## src/rtl/core/i2j_pkg.sv

```systemverilog
// ----------------------------------------------------------------------------
// i2j_pkg
// Shared types and constants for the ISO-2022-JP byte decoder.
// ----------------------------------------------------------------------------
package i2j_pkg;

    typedef enum logic [2:0] {
        MODE_ASCII  = 3'd0,
        MODE_ROMAN  = 3'd1,
        MODE_KANJI  = 3'd2,
        MODE_KANJI2 = 3'd3,
        MODE_ESC    = 3'd4,
        MODE_ESCPAR = 3'd5,
        MODE_ESCDOL = 3'd6
    } t_mode;

    typedef enum logic [1:0] {
        KIND_UNI   = 2'd0,
        KIND_JIS   = 2'd1,
        KIND_BAD   = 2'd2,
        KIND_TRUNC = 2'd3
    } t_kind;

    // How the back end builds the result code
    typedef enum logic [1:0] {
        OP_PASS  = 2'd0,
        OP_ROMAN = 2'd1,
        OP_PAIR  = 2'd2,
        OP_ZERO  = 2'd3
    } t_op;

    typedef struct packed {
        t_kind      kind;
        t_op        op;
        logic [7:0] data;
        logic [7:0] row;
    } t_cmd;

    localparam logic       REQ_DATA  = 1'b0;
    localparam logic       REQ_FLUSH = 1'b1;

    localparam logic [7:0] CH_ESC    = 8'h1B;
    localparam logic [7:0] CH_BSLASH = 8'h5C;
    localparam logic [7:0] CH_YEN    = 8'hA5;
    localparam logic [7:0] CH_TILDE  = 8'h7E;
    localparam logic [7:0] CH_MACRON = 8'hAF;
    localparam logic [7:0] CH_GR_LO  = 8'h21;
    localparam logic [7:0] CH_GR_HI  = 8'h7E;
    localparam logic [7:0] CH_DOLLAR = 8'h24;
    localparam logic [7:0] CH_LPAREN = 8'h28;
    localparam logic [7:0] CH_B      = 8'h42;
    localparam logic [7:0] CH_J      = 8'h4A;
    localparam logic [7:0] CH_AT     = 8'h40;

endpackage

```

## src/rtl/core/i2j_front.sv

```systemverilog
// ----------------------------------------------------------------------------
// i2j_front
// Accepts bytes, tracks the escape mode and classifies each byte into a
// command for the back end.
// ----------------------------------------------------------------------------
module i2j_front (
    input  logic          i_clk,
    input  logic          i_rst_n,
    input  logic          i_accept,
    input  logic          i_req_type,
    input  logic [7:0]    i_in_byte,
    output logic          o_emit,
    output i2j_pkg::t_cmd o_cmd
);
    import i2j_pkg::*;

    t_mode      r_mode;
    t_mode      n_mode;
    logic [7:0] r_held_row;
    logic [7:0] n_held_row;

    logic is_esc;
    logic is_high;
    logic graphic;
    logic flush;
    logic open_seq;

    assign flush    = (i_req_type == REQ_FLUSH);
    assign is_esc   = (i_in_byte == CH_ESC);
    assign is_high  = i_in_byte[7];
    assign graphic  = (i_in_byte >= CH_GR_LO) && (i_in_byte <= CH_GR_HI);
    assign open_seq = (r_mode == MODE_KANJI2) || (r_mode == MODE_ESC) ||
                      (r_mode == MODE_ESCPAR) || (r_mode == MODE_ESCDOL);

    // Next state
    always_comb begin
        n_mode     = r_mode;
        n_held_row = r_held_row;
        if (i_accept) begin
            if (flush) begin
                if (open_seq) begin
                    n_mode = MODE_ASCII;
                end
            end else begin
                unique case (r_mode)
                    MODE_ROMAN: begin
                        if (is_esc) begin
                            n_mode = MODE_ESC;
                        end else if (is_high) begin
                            n_mode = MODE_ASCII;
                        end
                    end
                    MODE_KANJI: begin
                        if (is_esc) begin
                            n_mode = MODE_ESC;
                        end else if (!graphic) begin
                            n_mode = MODE_ASCII;
                        end else begin
                            n_held_row = i_in_byte;
                            n_mode     = MODE_KANJI2;
                        end
                    end
                    MODE_KANJI2: begin
                        n_mode = graphic ? MODE_KANJI : MODE_ASCII;
                    end
                    MODE_ESC: begin
                        if (i_in_byte == CH_DOLLAR) begin
                            n_mode = MODE_ESCDOL;
                        end else if (i_in_byte == CH_LPAREN) begin
                            n_mode = MODE_ESCPAR;
                        end else begin
                            n_mode = MODE_ASCII;
                        end
                    end
                    MODE_ESCPAR: begin
                        n_mode = (i_in_byte == CH_J) ? MODE_ROMAN : MODE_ASCII;
                    end
                    MODE_ESCDOL: begin
                        if ((i_in_byte == CH_AT) || (i_in_byte == CH_B)) begin
                            n_mode = MODE_KANJI;
                        end else begin
                            n_mode = MODE_ASCII;
                        end
                    end
                    default: begin
                        // ASCII, and the unused code acts the same
                        n_mode = is_esc ? MODE_ESC : MODE_ASCII;
                    end
                endcase
            end
        end
    end

    // Outputs
    always_comb begin
        o_emit      = 1'b0;
        o_cmd.kind  = KIND_BAD;
        o_cmd.op    = OP_ZERO;
        o_cmd.data  = i_in_byte;
        o_cmd.row   = r_held_row;
        if (flush) begin
            if (open_seq) begin
                o_emit     = 1'b1;
                o_cmd.kind = KIND_TRUNC;
            end
        end else begin
            unique case (r_mode)
                MODE_ROMAN: begin
                    if (!is_esc) begin
                        o_emit = 1'b1;
                        if (!is_high) begin
                            o_cmd.kind = KIND_UNI;
                            o_cmd.op   = OP_ROMAN;
                        end
                    end
                end
                MODE_KANJI: begin
                    o_emit = !is_esc && !graphic;
                end
                MODE_KANJI2: begin
                    o_emit = 1'b1;
                    if (graphic) begin
                        o_cmd.kind = KIND_JIS;
                        o_cmd.op   = OP_PAIR;
                    end
                end
                MODE_ESC: begin
                    o_emit = (i_in_byte != CH_DOLLAR) && (i_in_byte != CH_LPAREN);
                end
                MODE_ESCPAR: begin
                    o_emit = (i_in_byte != CH_B) && (i_in_byte != CH_J);
                end
                MODE_ESCDOL: begin
                    o_emit = (i_in_byte != CH_AT) && (i_in_byte != CH_B);
                end
                default: begin
                    if (!is_esc) begin
                        o_emit = 1'b1;
                        if (!is_high) begin
                            o_cmd.kind = KIND_UNI;
                            o_cmd.op   = OP_PASS;
                        end
                    end
                end
            endcase
        end
    end

    always_ff @(posedge i_clk) begin
        if (!i_rst_n) begin
            r_mode     <= MODE_ASCII;
            r_held_row <= 8'h00;
        end else begin
            r_mode     <= n_mode;
            r_held_row <= n_held_row;
        end
    end

endmodule

```

## src/rtl/core/i2j_queue.sv

```systemverilog
// ----------------------------------------------------------------------------
// i2j_queue
// Short command queue that decouples the classifier from the result stage.
// ----------------------------------------------------------------------------
module i2j_queue #(
    parameter int DEPTH = 2
) (
    input  logic          i_clk,
    input  logic          i_rst_n,
    input  logic          i_wr_en,
    input  i2j_pkg::t_cmd i_wr_data,
    output logic          o_full,
    input  logic          i_rd_en,
    output i2j_pkg::t_cmd o_rd_data,
    output logic          o_empty
);
    import i2j_pkg::*;

    localparam int PW = (DEPTH > 1) ? $clog2(DEPTH) : 1;
    localparam int CW = $clog2(DEPTH + 1);
    localparam logic [PW-1:0] LAST = PW'(DEPTH - 1);
    localparam logic [CW-1:0] FULL_CNT = CW'(DEPTH);

    t_cmd          r_mem [DEPTH];
    logic [PW-1:0] r_wr_ptr;
    logic [PW-1:0] r_rd_ptr;
    logic [CW-1:0] r_count;

    assign o_full    = (r_count == FULL_CNT);
    assign o_empty   = (r_count == '0);
    assign o_rd_data = r_mem[r_rd_ptr];

    always_ff @(posedge i_clk) begin
        if (i_wr_en) begin
            r_mem[r_wr_ptr] <= i_wr_data;
        end
    end

    always_ff @(posedge i_clk) begin
        if (!i_rst_n) begin
            r_wr_ptr <= '0;
            r_rd_ptr <= '0;
            r_count  <= '0;
        end else begin
            if (i_wr_en) begin
                r_wr_ptr <= (r_wr_ptr == LAST) ? '0 : r_wr_ptr + 1'b1;
            end
            if (i_rd_en) begin
                r_rd_ptr <= (r_rd_ptr == LAST) ? '0 : r_rd_ptr + 1'b1;
            end
            if (i_wr_en && !i_rd_en) begin
                r_count <= r_count + 1'b1;
            end else if (!i_wr_en && i_rd_en) begin
                r_count <= r_count - 1'b1;
            end
        end
    end

endmodule

```

## src/rtl/core/i2j_back.sv

```systemverilog
// ----------------------------------------------------------------------------
// i2j_back
// Builds the result code from a queued command and holds it in the output
// register until it is popped.
// ----------------------------------------------------------------------------
module i2j_back (
    input  logic          i_clk,
    input  logic          i_rst_n,
    input  logic          i_q_empty,
    input  i2j_pkg::t_cmd i_q_cmd,
    output logic          o_q_rd,
    input  logic          i_pop,
    output logic          o_empty,
    output logic [1:0]    o_out_kind,
    output logic [15:0]   o_out_code
);
    import i2j_pkg::*;

    logic        r_valid;
    logic [1:0]  r_kind;
    logic [15:0] r_code;
    logic [15:0] n_code;
    logic [7:0]  roman;

    // Refill the output register when it is free or being drained
    assign o_q_rd = !i_q_empty && (!r_valid || i_pop);

    always_comb begin
        priority if (i_q_cmd.data == CH_BSLASH) begin
            roman = CH_YEN;
        end else if (i_q_cmd.data == CH_TILDE) begin
            roman = CH_MACRON;
        end else begin
            roman = i_q_cmd.data;
        end
    end

    always_comb begin
        unique case (i_q_cmd.op)
            OP_PASS:  n_code = {8'h00, i_q_cmd.data};
            OP_ROMAN: n_code = {8'h00, roman};
            OP_PAIR:  n_code = {i_q_cmd.row, i_q_cmd.data};
            default:  n_code = 16'h0000;
        endcase
    end

    always_ff @(posedge i_clk) begin
        if (!i_rst_n) begin
            r_valid <= 1'b0;
        end else if (o_q_rd) begin
            r_valid <= 1'b1;
        end else if (i_pop) begin
            r_valid <= 1'b0;
        end
    end

    always_ff @(posedge i_clk) begin
        if (o_q_rd) begin
            r_kind <= i_q_cmd.kind;
            r_code <= n_code;
        end
    end

    assign o_empty    = !r_valid;
    assign o_out_kind = r_kind;
    assign o_out_code = r_code;

endmodule

```

## src/rtl/core/iso2022jp_byte_decoder_top.sv

```systemverilog
// ----------------------------------------------------------------------------
// iso2022jp_byte_decoder_top
// ISO-2022-JP byte decoder with queue-style input and result ports.
// ----------------------------------------------------------------------------
// Takes one byte or flush marker per clock while full is low, and gives at
// most one result per item. The classifier decodes the byte against the
// escape mode and writes a command into a queue of QUEUE_DEPTH entries when
// the item is accepted, and the result stage builds the code into the output
// register once that register is empty or being popped.
// Sustained rate is one item per cycle; full rises only when the queue fills
// because results are not being popped. Double-byte results carry the raw
// row*256+column JIS X 0208 code for lookup outside the block.
module iso2022jp_byte_decoder_top #(
    parameter int QUEUE_DEPTH = 2
) (
    input  logic        i_clk,
    input  logic        i_rst_n,
    input  logic        push,
    output logic        full,
    input  logic        i_req_type,
    input  logic [7:0]  i_in_byte,
    output logic        empty,
    input  logic        pop,
    output logic [1:0]  o_out_kind,
    output logic [15:0] o_out_code
);
    import i2j_pkg::*;

    logic accept;
    logic emit;
    logic q_full;
    logic q_empty;
    logic q_rd;
    t_cmd cmd;
    t_cmd q_cmd;

    assign full   = q_full;
    assign accept = push && !q_full;

    i2j_front u_front (
        .i_clk      (i_clk),
        .i_rst_n    (i_rst_n),
        .i_accept   (accept),
        .i_req_type (i_req_type),
        .i_in_byte  (i_in_byte),
        .o_emit     (emit),
        .o_cmd      (cmd)
    );

    i2j_queue #(
        .DEPTH (QUEUE_DEPTH)
    ) u_queue (
        .i_clk     (i_clk),
        .i_rst_n   (i_rst_n),
        .i_wr_en   (accept && emit),
        .i_wr_data (cmd),
        .o_full    (q_full),
        .i_rd_en   (q_rd),
        .o_rd_data (q_cmd),
        .o_empty   (q_empty)
    );

    i2j_back u_back (
        .i_clk      (i_clk),
        .i_rst_n    (i_rst_n),
        .i_q_empty  (q_empty),
        .i_q_cmd    (q_cmd),
        .o_q_rd     (q_rd),
        .i_pop      (pop),
        .o_empty    (empty),
        .o_out_kind (o_out_kind),
        .o_out_code (o_out_code)
    );

endmodule

```

## config.mk

```make
export PLATFORM = sky130hd
export DESIGN_NAME = iso2022jp_byte_decoder_top
export DESIGN_NICKNAME = d
export VERILOG_FILES = /design/src/rtl/core/i2j_pkg.sv /design/src/rtl/core/i2j_front.sv /design/src/rtl/core/i2j_queue.sv /design/src/rtl/core/i2j_back.sv /design/src/rtl/core/iso2022jp_byte_decoder_top.sv
export SDC_FILE = /design/constraint.sdc
export NUM_CORES = 1
export LEC_CHECK = 0
export BUFFER_PORTS_ARGS = -buffer_cell sky130_fd_sc_hd__buf_2
export CELL_PAD_IN_SITES_DETAIL_PLACEMENT = 0
export CELL_PAD_IN_SITES_GLOBAL_PLACEMENT = 1
export CORE_UTILIZATION = 51
export DETAILED_ROUTE_END_ITERATION = 7
export PLACE_DENSITY = 0.94
export SETUP_SLACK_MARGIN = 0.02
export SLEW_MARGIN = 10
export SYNTH_ARGS = -nofsm -noshare
export SYNTH_HDL_FRONTEND = slang
export SYNTH_SLANG_ARGS = --single-unit
```

## constraint.sdc

```tcl
create_clock -name i_clk -period 5.85 [get_ports i_clk]
set_clock_uncertainty 0.2 [all_clocks]
set_input_delay 0.585 -clock i_clk [delete_from_list [all_inputs] [get_ports i_clk]]
set_output_delay 0.585 -clock i_clk [all_outputs]
set_load 0.01 [all_outputs]
```

==> After elaboration in Yosys (flattened, before gate mapping) <==
Memory sizes are Yosys's and may differ from the RTL's. A register that Yosys moved wholly into a read port is not among the register bits.
Cells that the tools add are included.
Widths: inputs -> output; s select.
{ "word_totals": {"ramBits": 40, "in_bits": 13, "n_memories": 1, "ff_bits": 34, "elab_cells": 109, "out_inout_bits": 20} }
{ "mem_list": {"columns": ["name", "words", "word_bits", "rd", "rd_clocked_by_memory_dff", "write_ports", "line", "source"], "rows": [
  ["u_queue.r_mem", 2, 20, 1, 1, 1, "i2j_queue.sv:24", "t_cmd r_mem [DEPTH];"]
]} }
{ "op_classes": {"bitwise": 2, "n_lt_le_gt_ge": 2, "n_reduce_logical": 29, "mux": 39, "addsub": 4, "eq_ne": 24} }
{ "ops": {"columns": ["op", "count"], "rows": [
  ["$pmux 16 s3", 1],
  ["$eq 8x7->1 const B", 5],
  ["$mux 3", 8],
  ["$ne 8x7->1 const B", 3],
  ["$mux 4", 5],
  ["$pmux 3 s6", 1],
  ["$eq 8x6->1 const B", 2],
  ["$mux 8", 2],
  ["$ne 8x6->1 const B", 2],
  ["$mux 2", 7],
  ["$mux 1", 13],
  ["$pmux 4 s3", 1],
  ["$logic_and 1x1->1", 10],
  ["$eq 3x3->1 const B", 3],
  ["$eq 8x5->1 const B", 1],
  ["$ge 8x6->1 const B", 1],
  ["$le 8x7->1 const B", 1],
  ["$logic_not 1->1", 7],
  ["$eq 3x2->1 const B", 2],
  ["$logic_or 1x1->1", 5],
  ["$pmux 1 s5", 1],
  ["$reduce_and 5->1", 1],
  ["$eq 2x2->1 const B", 2],
  ["$logic_not 2->1", 2],
  ["11 further kinds", 14]
]} }

==> Longest topological paths before layout <==
Gate-level depths: netlist of the first run.
{ "depth": {"word_depth": 11, "depth_mapped": 10, "ltp_nobuf": 9} }

==> By module <==
Synthesis of the first run repeated with hierarchy kept, for this count alone.
{ "hier_totals": {"hier_cells": 258, "area_unflattened_um2": 3359.5} }
{ "modules_own_cells": {"columns": ["mod", "area_each_um2", "seq_area_each_um2", "cells_each", "instances"], "rows": [
  ["i2j_queue", 1655.3, 1301.2, 84, 1],
  ["i2j_front", 942.2, 220.2, 122, 1],
  ["i2j_back", 747.0, 560.5, 50, 1],
  ["iso2022jp_byte_decoder_top", 15.0, 0.0, 2, 1]
]} }

==> Worst setup path before layout of the first run <==
OpenSTA, ideal clock, no wires.
{ "synth_path": {"kind": "input to register", "startpoint": "in i_in_byte[4]", "endpoint": "mem u_queue.r_mem[0][0] (netlist name), enable pin", "stages": 6, "arrival_ns": 2.917, "n_path_buf": 1, "setup_time_ns": 0.404, "required_ns": 5.246, "slack_ns": 2.329, "path_cell_list": "or4_4 or3_1 buf_6 a21boi_4 o31ai_1 a21oi_1"} }
{ "synth_via": {"elab_chain_cells": 9, "elab_cells_between_ends": 21, "classes_between": "2 x order compare; 6 x eq/ne; 5 x mux; 8 x reduce/logical"} }
{ "synth_rtl": {"columns": ["element", "line", "source"], "rows": [
  ["from (decl)", "iso2022jp_byte_decoder_top.sv:21", "input logic [7:0] i_in_byte,"],
  ["$ge 8x6->1 / $le 8x7->1 (equally long branches)", "i2j_front.sv:31", "assign graphic = (i_in_byte >= CH_GR_LO) && (i_in_byte <= CH_GR_HI);"],
  ["$logic_and 1x1->1", "i2j_front.sv:31", null],
  ["$logic_not 1->1", null, null],
  ["$logic_and 1x1->1", "i2j_front.sv:118", "o_emit = !is_esc && !graphic;"],
  ["$pmux 1 s5 (*)", "i2j_front.sv:107", "unique case (r_mode)"],
  ["$mux 1 (*)", "i2j_front.sv:101", "if (flush) begin"],
  ["$logic_and 1x1->1 (*)", "iso2022jp_byte_decoder_top.sv:55", ".i_wr_en (accept && emit),"],
  ["$mux 1 (*)", "i2j_queue.sv:34", "if (i_wr_en) begin"],
  ["$mux 1 (not written as such) (*)", "i2j_queue.sv:35", "r_mem[r_wr_ptr] <= i_wr_data;"],
  ["to (decl)", "i2j_queue.sv:24", null]
]} }
Mark *: on every way between the ends. The rest lies on a longest branch, timed or not.

==> Worst setup path after layout of the first run <==
{ "layout_path": {"startpoint": "in i_in_byte[6]", "endpoint": "mem u_queue.r_mem[1][17] (netlist name), enable pin"} }
Same word-level chain as after synthesis.

==> impl_metrics.ini, run 1 <==
[critical_path]
cp_data_required_time_ns = 5.61
arrival_ns = 3.04
crit_fanout = 20
critical_path.endpoint_type = register
critPathLaunch = i_in_byte[6]
critPathSlowestCell = a21boi_2
cp-start-kind = input port
crit_path_max_incr_delay_ns = 0.88
r2r-start = u_front.r_mode[1]
cp_top_family = compound AO/OA/AOI/OAI gates
critical_path_class = in -> reg
crit_chain = buf_2 > or4_4 > or3_1 > a21boi_4 > o31ai_1 > a21boi_2
path_buf_inv = 1

[cts]
clk_latency_ns = 0.34
cts_root_buffer = clkbuf_8
cts.clk_slew.worst_paths_ns = 0.08
ctsResizeCount = 0
cts_tree = built
cts_buffers = 9
cts_max_path_buffers = 2
cts_max_level = 3
cts_setup_buffers = 0
cts.sinks = 75
ctsHoldBuffers = 0

[routing]
drtIter0Drc = 85
viasPerCell = 5.81
wl_um = 6470
drc_errors = 0
ant_nets = 0
dr.pass1.iters = 4
vias = 2189
drt-wirelength-per-cell_um = 17.2

[die]
fp-row-count = 29
die_w_um = 83.3
io_pins = 33
die_h_um = 83.3
die-area_mm2 = 0.00694
start_util_pct = 53.1
core-area_mm2 = 0.00635

[timing]
finalHoldViolations = 0
maxSlewHeadroom_pct = 25.5
tns_ns = 0
fmax_ghz = 0.305
finalSetupViolCount = 0
post-route-period-util_pct = 56.0
slew_viol_final = 0
rsz0062_at_grt = no
fin_ws_ns = 2.57
worstMarginPinSlew_ns = 1.11
period_needed_ns = 3.28

[power_and_ir_drop]
pwr_density_cell_mw_per_mm2 = 392
ir_drop_v = 0.000270
leakage_nw = 1.37
power_mw = 1.50

[synth]
yosysWarnings = 0
synth_flop_cell = edfxtp_1
synthCells = 262
ys_ff_latch = 75
synth-async-reset-ratio_pct = 0
synth_edf_count = 58
synth_area_mm2 = 0.00337
yosys.cell_types.count = 58
ys_seq_area_share_pct = 61.8
syn_area_per_cell_um2 = 12.9
synthesis.nets = 276

[layout]
utilization_pct = 60.4
diodes = 0
nets = 309
nFillCells = 474
fin_area_mm2 = 0.00384
drive_gt1_share_pct = 20.0
syn_to_final_growth_pct = 13.8

[status]
outcome = complete, no violations

[global_routing]
grt_pass1_vias = 2126
grt_overflow = 0
antenna_found_initial = 0
grt_pass1_wl_um = 10600
grt_usage_pct = 20.0
grt_max_degree = 28

[flow_run]
maxCapViolations = 0

[placement]
dpl_cell_area_mm2 = 0.00359
pre_cts_ws_ns = 2.16
io_buffers = 32
gp_congestion = 0.901
dp_hpwl_um = 4250

[hold_path]
min_path_type = reg -> reg
hold_path_startpoint = u_front.r_held_row[7]
-- where the power goes --
group | total (mW) | switching, mW | internal (mW)
sequential | 0.721 | 0.0287 | 0.693
clock | 0.456 | 0.199 | 0.257
combinational | 0.327 | 0.204 | 0.122
total | 1.50 | 0.432 | 1.07
-- worst reg2reg max path, cell delays in order, from the launching register on --
cell and delay, ns:
dfxtp_1 0.61, inv_1 0.19, a2111oi_2 0.49, a21boi_4 0.29, o31ai_1 0.17, a21boi_2 0.88
-- synthesized netlist by cell type, drive strengths merged, types with 2 or more instances --
cell      n  share of area (%)
o21ai    11                1.6
a21oi     8                1.2
a31oi     3               0.56
a32oi     2               0.52
xor2      4                1.0
mux2      2               0.67
clkbuf    7               0.78
nor4bb    2               0.59
o2111ai   2               0.52
buf       4               0.71
edfxtp   58                 52
dfxtp    17                 10
nand3     7                1.0
xnor2     2               0.52
o21a      4               0.89
nor2     23                2.6
nor2b     8                1.5
o31ai     3               0.67
nand2     7               0.78
nor4      3               0.74
and2      9                1.7
o32ai     2               0.52
and3      3               0.56
nand2b    5               0.93
a21boi    4                1.2
mux2i    23                6.8
and4      2               0.52
nor4b     3               0.97
or3       3               0.56
o211ai    2               0.45
a211oi    3               0.67
inv       7               0.78
-- cell type report --
type                       instances  area (um^2)  share of cell area, %
inverter                           7         26.3                  0.685
clock inverter                     6         96.3                   2.51
multi-input combinational        169         1230                   32.1
sequential                        75         2080                   54.3
tap                               77         96.3                   2.51
clock buffer                      10          138                   3.59
timing repair buffer              33          168                   4.37
-- worst paths after layout --
path / endpoint / slack, ns / depth (start not counted)
worst min register to register: u_queue.r_mem[1][7] / 0.26 / 0
worst max register to register: u_queue.r_mem[1][17] / 2.63 / 5
worst min-delay path: u_queue.r_mem[1][7] / 0.26 / 0
worst max-delay path: u_queue.r_mem[1][17] / 2.57 / 6
-- logic make-up after synthesis --
group,synth area share (%)
AO/OA/AOI/OAI,11.6
adder cells (fa/ha/maj),0.371
buffers and inverters,2.26
multiplexers,7.50
AND/OR/NAND/NOR,15.0
XOR/XNOR,1.56
flip-flops,61.8
-- routing by layer --
metal / up-vias / GRT usage [%] / wire length, um
met5: - / 0 / 0
met2: 55 / 32.9 / 3210
met3: 14 / 4.37 / 226
met4: 0 / 10.2 / 180
li1: 1072 / - / -
met1: 1048 / 25.0 / 2850
-- registers in the layout, indices dropped and copies added, names as in the netlist, named ones only --
register,cells
u_back.o_out_code,16
u_front.r_mode,3
u_front.r_held_row,8
u_queue.r_mem,40
u_queue.r_wr_ptr,1
u_back.o_out_kind,2
u_queue.r_count,2
u_back.r_valid,1
u_queue.r_rd_ptr,1
-- per-stage QoR --
stage / instances / hold slack, ns
floorplan: 262 / 0.217
global placement: 361 / 0.227
detailed placement: 361 / 0.246
CTS: 377 / 0.265
global route: 377 / 0.284
finish: 377 / 0.259
-- cell usage in the layout, fill, tap and decap left out, types with 5 or more instances in the layout --
cell type,n
nand2b_1,5
clkbuf_8,10
a21oi_1,7
nor2_1,22
and2_1,9
nand2_1,7
dfxtp_1,17
nor2b_1,8
o21ai_1,6
mux2i_1,23
o21ai_0,5
nand3_1,7
edfxtp_1,58
buf_2,32
inv_1,7
No activity file was read; power rests on OpenSTA's default activity.
==> inputs of run 2 (changes only) <==
Settings changed: CORE_UTILIZATION 51 to 43, PLACE_DENSITY 0.94 to 0.86.
Clock period 5.85 ns to 2.66 ns, I/O delays scaled along.
==> impl_metrics.ini, run 2 (same netlist as run 1, synthesis figures left out) <==
[routing]
viasPerCell = 5.39
drc_errors = 0
drtIter0Drc = 139
dr.pass1.iters = 4
wl_um = 6640
vias = 2276
drt-wirelength-per-cell_um = 15.7
ant_nets = 0

[critical_path]
r2r_end = u_queue.r_count[1]
cp_data_required_time_ns = 2.74
crit_fanout = 4
arrival_ns = 2.57
rr_worst_depth = 7
critical_path_class = in -> reg
r2r-start = u_front.r_mode[0]
cp-start-kind = input port
critical_path.endpoint_type = register
regToRegSetupSlack_ns = 0.20

[hold_path]
min_to = u_queue.r_mem[0][12]
hold_path_depth = 2
min_path_type = in -> reg
hold_path_startpoint = i_in_byte[4]

[global_routing]
grt_pass1_vias = 2271
grt_max_degree = 21
grt_pass1_wl_um = 11100
grt_overflow = 0
grt_usage_pct = 17.5
antenna_found_initial = 0

[timing]
rsz0062_at_grt = no
maxSlewHeadroom_pct = 43.8
fmax_ghz = 0.400
slew_viol_final = 0
period_needed_ns = 2.50
worstMarginPinSlew_ns = 0.843
post-route-period-util_pct = 93.9
finalHoldViolations = 0
finalSetupViolCount = 0

[die]
die_h_um = 90.5
core-area_mm2 = 0.00741
start_util_pct = 45.5
fp-row-count = 31
io_pins = 33
die_w_um = 90.5
die-area_mm2 = 0.00820

[cts]
cts_max_level = 3
ctsHoldBuffers = 0
cts.sinks = 75
ctsResizeCount = 0
cts_root_buffer = clkbuf_8
cts_tree = built
cts.clk_slew.worst_paths_ns = 0.08
cts_max_path_buffers = 2
clk_latency_ns = 0.34
cts_buffers = 9
cts_setup_buffers = 0

[power_and_ir_drop]
leakage_nw = 1.48
internal_power_mw = 2.37
ir_drop_v = 0.000403
seqPwrFrac_pct = 48.2
pwr_density_cell_mw_per_mm2 = 825
switching_power_uw = 962
switching_share_pct = 28.8
power.share.clock_pct = 29.3
combinationalPowerShare_pct = 22.5

[layout]
fin_cells = 422
largest_register_ffs = 40
most-common-layout-cells = edfxtp_1, buf_2, mux2i_1, nor2_1, buf_4
utilization_pct = 54.6
syn_to_final_growth_pct = 20.0
regMostFlops = u_queue.r_mem
diodes = 0
drive_gt1_share_pct = 25.7
nets = 332
nFillCells = 625
final_common_cell = edfxtp_1

[status]
outcome = complete, no violations

[placement]
dp_cells = 406
gp_congestion = 0.937
io_buffers = 32
dp_hpwl_um = 4710

[flow_run]
maxCapViolations = 0
[run 2: changes by cell type in the layout (fill, tap and decap cells not counted), sizes merged]
| cell | before | now |
|---|---|---|
| clkinv | 1 | 2 |
| buf | 33 | 56 |
| clkbuf | 10 | 9 |
[run 2: worst max path at each step]
stage	to	start	slack, ns
2_1_floorplan	u_queue.r_mem[0][0]	i_in_byte[4]	-0.13
3_3_place_gp	u_queue.r_count[1]	i_in_byte[4]	-0.1
3_5_place_dp	u_queue.r_count[1]	i_in_byte[4]	-0.16
4_1_cts	u_queue.r_count[1]	u_front.r_mode[2]	0.17
5_1_grt	u_queue.r_count[1]	i_in_byte[4]	0.02
6_report	u_queue.r_count[1]	i_in_byte[4]	0.16
[run 2: area by class of cell]
type | instances | area (um^2) | area share (%)
flip-flops and latches | 75 | 2080 | 51.5
clock buffers | 9 | 124 | 3.06
multi-input cells | 169 | 1220 | 30.2
well taps | 99 | 124 | 3.06
clock inverters | 7 | 100 | 2.47
inverters | 7 | 26.3 | 0.650
repair buffers | 56 | 365 | 9.03
[run 2: metrics by stage]
stage                     area, um^2  worst slack [ns]  setup TNS (ns)  hold slack [ns]  total power, mW
final                           4050             0.163               0           0.0558             3.34
after global routing            4050            0.0205               0           0.0509             3.50
after CTS                       4040             0.169               0           0.0361             3.37
after detailed placement        3820            -0.157           -1.26            0.243             2.39
after global placement          3820           -0.0994          -0.134            0.230             2.37
after floorplan                 3380            -0.130           -5.17            0.165             2.08
[run 2: power by group through the flow]
stage | combinational [mW] | clock [mW] | sequential (mW)
4_1_cts | 0.762 | 1.00 | 1.61
2_1_floorplan | 0.402 | 0 | 1.68
3_5_place_dp | 0.759 | 0 | 1.64
6_report | 0.752 | 0.977 | 1.61
3_3_place_gp | 0.738 | 0 | 1.63
5_1_grt | 0.828 | 1.04 | 1.63
[run 2: routing by layer]
| metal | track usage [%] | share of wire [%] | vias to the layer above |
|---|---|---|---|
| li1 | - | - | 1109 |
| met1 | 22.5 | 46 | 1091 |
| met2 | 28.5 | 48 | 66 |
| met3 | 3.45 | 4.0 | 10 |
| met5 | 0 | 0 | - |
| met4 | 8.06 | 2.1 | 0 |
[run 2: worst max-delay path, cell delays in order]
cell	delay [ns]
buf_2	0.11
or4_4	0.57
nor2_1	0.16
a311oi_1	0.17
o31ai_1	0.40
nand2_1	0.10
ha_1	0.29
or3_1	0.37
a21boi_1	0.15
==> inputs of run 3 (changes only) <==
Settings changed: ABC_AREA from default to 1, CORE_UTILIZATION 43 to 41.
==> impl_metrics.ini, run 3 <==
[timing]
maxSlewHeadroom_pct = 75.0
worstMarginPinSlew_ns = 0.365
tns_ns = 0
finalSetupViolCount = 0
fmax_ghz = 0.413
rsz0062_at_grt = no
finalHoldViolations = 0
post-route-period-util_pct = 91.1
period_needed_ns = 2.42
slew_viol_final = 0
fin_ws_ns = 0.237

[routing]
drtIter0Drc = 63
viasPerCell = 4.81
dr.pass1.iters = 4
drt-wirelength-per-cell_um = 12.6
vias = 2322
drc_errors = 0
wl_um = 6070
ant_nets = 0

[critical_path]
critical_path.endpoint_type = register
path_buf_inv = 4
r2r_end = u_queue.r_count[1]
critPathSlowestCell = dlygate4sd3_1
crit_fanout = 6
arrival_ns = 2.45
crit_chain = dlygate4sd3_1 > buf_2 > inv_4 > nand2_2 > o21bai_4 > nand2_4 > nand2_4 > nand2_1 > nand3_1 > nand2_1 > nand2_1 > nand2_1 > inv_1 > ha_4 > a21oi_2 > o21ai_1 > o21ai_1 > a21oi_1
rr_worst_depth = 15
regToRegSetupSlack_ns = 0.45
r2r-start = u_front.r_mode[1]
cp_data_required_time_ns = 2.69
critical_path_class = in -> reg
cp.depth = 18
crit_path_max_incr_delay_ns = 0.53
cp_common_cell = nand2_1
cp-start-kind = input port
cp_top_family = buffers and inverters

[cts]
cts_tree = built
clk_latency_ns = 0.34
cts_buffers = 9
cts_setup_buffers = 0
cts.clk_slew.worst_paths_ns = 0.08
cts_root_buffer = clkbuf_8
cts_max_path_buffers = 2
cts.sinks = 75
cts_max_level = 3

[placement]
dp_hpwl_um = 4390
gp_congestion = 0.882
io_buffers = 32
pre_cts_ws_ns = 0.180

[power_and_ir_drop]
power.share.clock_pct = 29.6
leakage_nw = 1.62
combinationalPowerShare_pct = 25.1
internal_power_mw = 2.45
seqPwrFrac_pct = 45.3
pwr_density_cell_mw_per_mm2 = 886
switching_power_mw = 1.03
switching_share_pct = 29.5
ir_drop_v = 0.000356

[global_routing]
grt_overflow = 0
grt_usage_pct = 16.0
grt_max_degree = 23
grt_pass1_vias = 2229
grt_pass1_wl_um = 10300
antenna_found_initial = 0

[synth]
synthesis.nets = 344
ys_ff_latch = 75
synth_adder_area_share_pct = 0.377
ys_seq_area_share_pct = 62.8
synthMuxAreaShare_pct = 0.302
synth-async-reset-ratio_pct = 0
synth_area_mm2 = 0.00332
synth_edf_count = 58
synth.most_common_cell = nand2_1
yosysWarnings = 0
yosys.cell_types.count = 36
netlist.area_leader.share_pct = 52.5
synth_flop_cell = edfxtp_1
synthTopCellsByCount = nand2_1, edfxtp_1, nor2_1
synth-simple-area-share_pct = 20.7
synth_compound_area_share_pct = 9.92
ys_top_cells_by_area = edfxtp_1, dfxtp_1, nand2_1, nor2_1, a21oi_1
synth_top_family_by_area = simple AND/OR/NAND/NOR gates
syn_area_per_cell_um2 = 10.1
synthCells = 330
yosysTopAreaCell = edfxtp_1
synth_xor_xnor_area_share_pct = 0.264

[layout]
nets = 390
regMostFlops = u_queue.r_mem
regArea_mm2 = 0.00208
nFillCells = 718
drive_gt1_share_pct = 23.9
most-common-layout-cells = nand2_1, edfxtp_1, buf_2, nor2_1, inv_1
final_common_cell = nand2_1
multi_input_area_mm2 = 0.00109
utilization_pct = 50.6
syn_to_final_growth_pct = 18.4
largest_register_ffs = 40
diodes = 0

[status]
outcome = complete, no violations

[hold_path]
hold_path_depth = 4
min_to = u_back.r_valid
hold_path_startpoint = pop
min_path_type = in -> reg

[die]
die_w_um = 91.9
io_pins = 33
start_util_pct = 42.7
fp-row-count = 32
core-area_mm2 = 0.00777
die-area_mm2 = 0.00845
die_h_um = 91.9

[flow_run]
maxCapViolations = 0
==> run 3: per-layer routing <==
| layer | global-route usage (%) | wire (um) | up-vias | share of wire [%] |
|---|---|---|---|---|
| li1 | - | - | 1213 | - |
| met1 | 20.6 | 2880 | 1059 | 47 |
| met2 | 25.7 | 2880 | 38 | 47 |
| met3 | 3.73 | 194 | 12 | 3.2 |
| met4 | 6.90 | 115 | 0 | 1.9 |
| met5 | 0 | 0 | - | 0 |
==> run 3: metrics by stage <==
stage	power, mW	hold WS [ns]	cell area [um^2]	instances
floorplan	2.16	0.165	3320	330
global placement	2.43	0.235	3600	463
detailed placement	2.45	0.243	3600	463
CTS	3.49	0.00263	3880	483
global route	3.70	0.0200	3930	483
finish	3.48	0.0356	3930	483
==> run 3: final cells by class <==
cell class	instances	area share [%]
Sequential cell	75	53.0
Inverter	39	3.98
Tap cell	102	3.25
Timing Repair Buffer	40	5.86
Clock buffer	10	3.25
Clock inverter	6	2.87
Multi-Input combinational cell	211	27.8
==> run 3: power by group through the flow <==
stage	registers, mW	clock network [mW]	logic [mW]
floorplan	1.69	0	0.478
global placement	1.60	0	0.831
detailed placement	1.61	0	0.843
CTS	1.58	1.06	0.852
global route	1.60	1.11	0.990
finish	1.58	1.03	0.873
==> run 3: repair_timing <==
item / in CTS / in global routing
endpoints found under the setup margin: 0 / 1
gates resized for setup: 0 / 14
hold endpoints to repair: 8 / 0
hold buffers: 4 / 0
==> run 3: kinds of logic (layout without fill, tap and decap cells) <==
family,Yosys count,in the layout
buffers and inverters,44,95
adder cells (fa/ha/maj),1,1
XOR/XNOR,1,1
multiplexers,1,1
AND/OR/NAND/NOR,153,153
AO/OA/AOI/OAI,55,55
flip-flops,75,75
==> run 3: worst reg2reg max path: stages (launching register included) <==
cell and delay, ns:
dfxtp_1 0.46, nand3_1 0.19, nand2_1 0.10, inv_1 0.04, nor2_1 0.10, nand2_1 0.08, nand3_1 0.08, nand2_1 0.05
nand2_1 0.09, nand2_1 0.08, inv_1 0.10, ha_4 0.21, a21oi_2 0.09, o21ai_1 0.09, o21ai_1 0.12, a21oi_1 0.04
==> run 3: how the worst max path moves through the flow <==
stage                            startpoint             endpoint  slack (ns)
after global placement         i_in_byte[2]   u_queue.r_count[1]        0.23
after detailed placement       i_in_byte[6]   u_queue.r_count[1]        0.18
final                          i_in_byte[4]   u_queue.r_count[1]        0.24
after global routing           i_in_byte[0]   u_queue.r_count[1]        0.06
after floorplan           u_front.r_mode[1]  u_queue.r_mem[0][0]        0.10
after CTS                      i_in_byte[4]   u_queue.r_count[1]        0.05
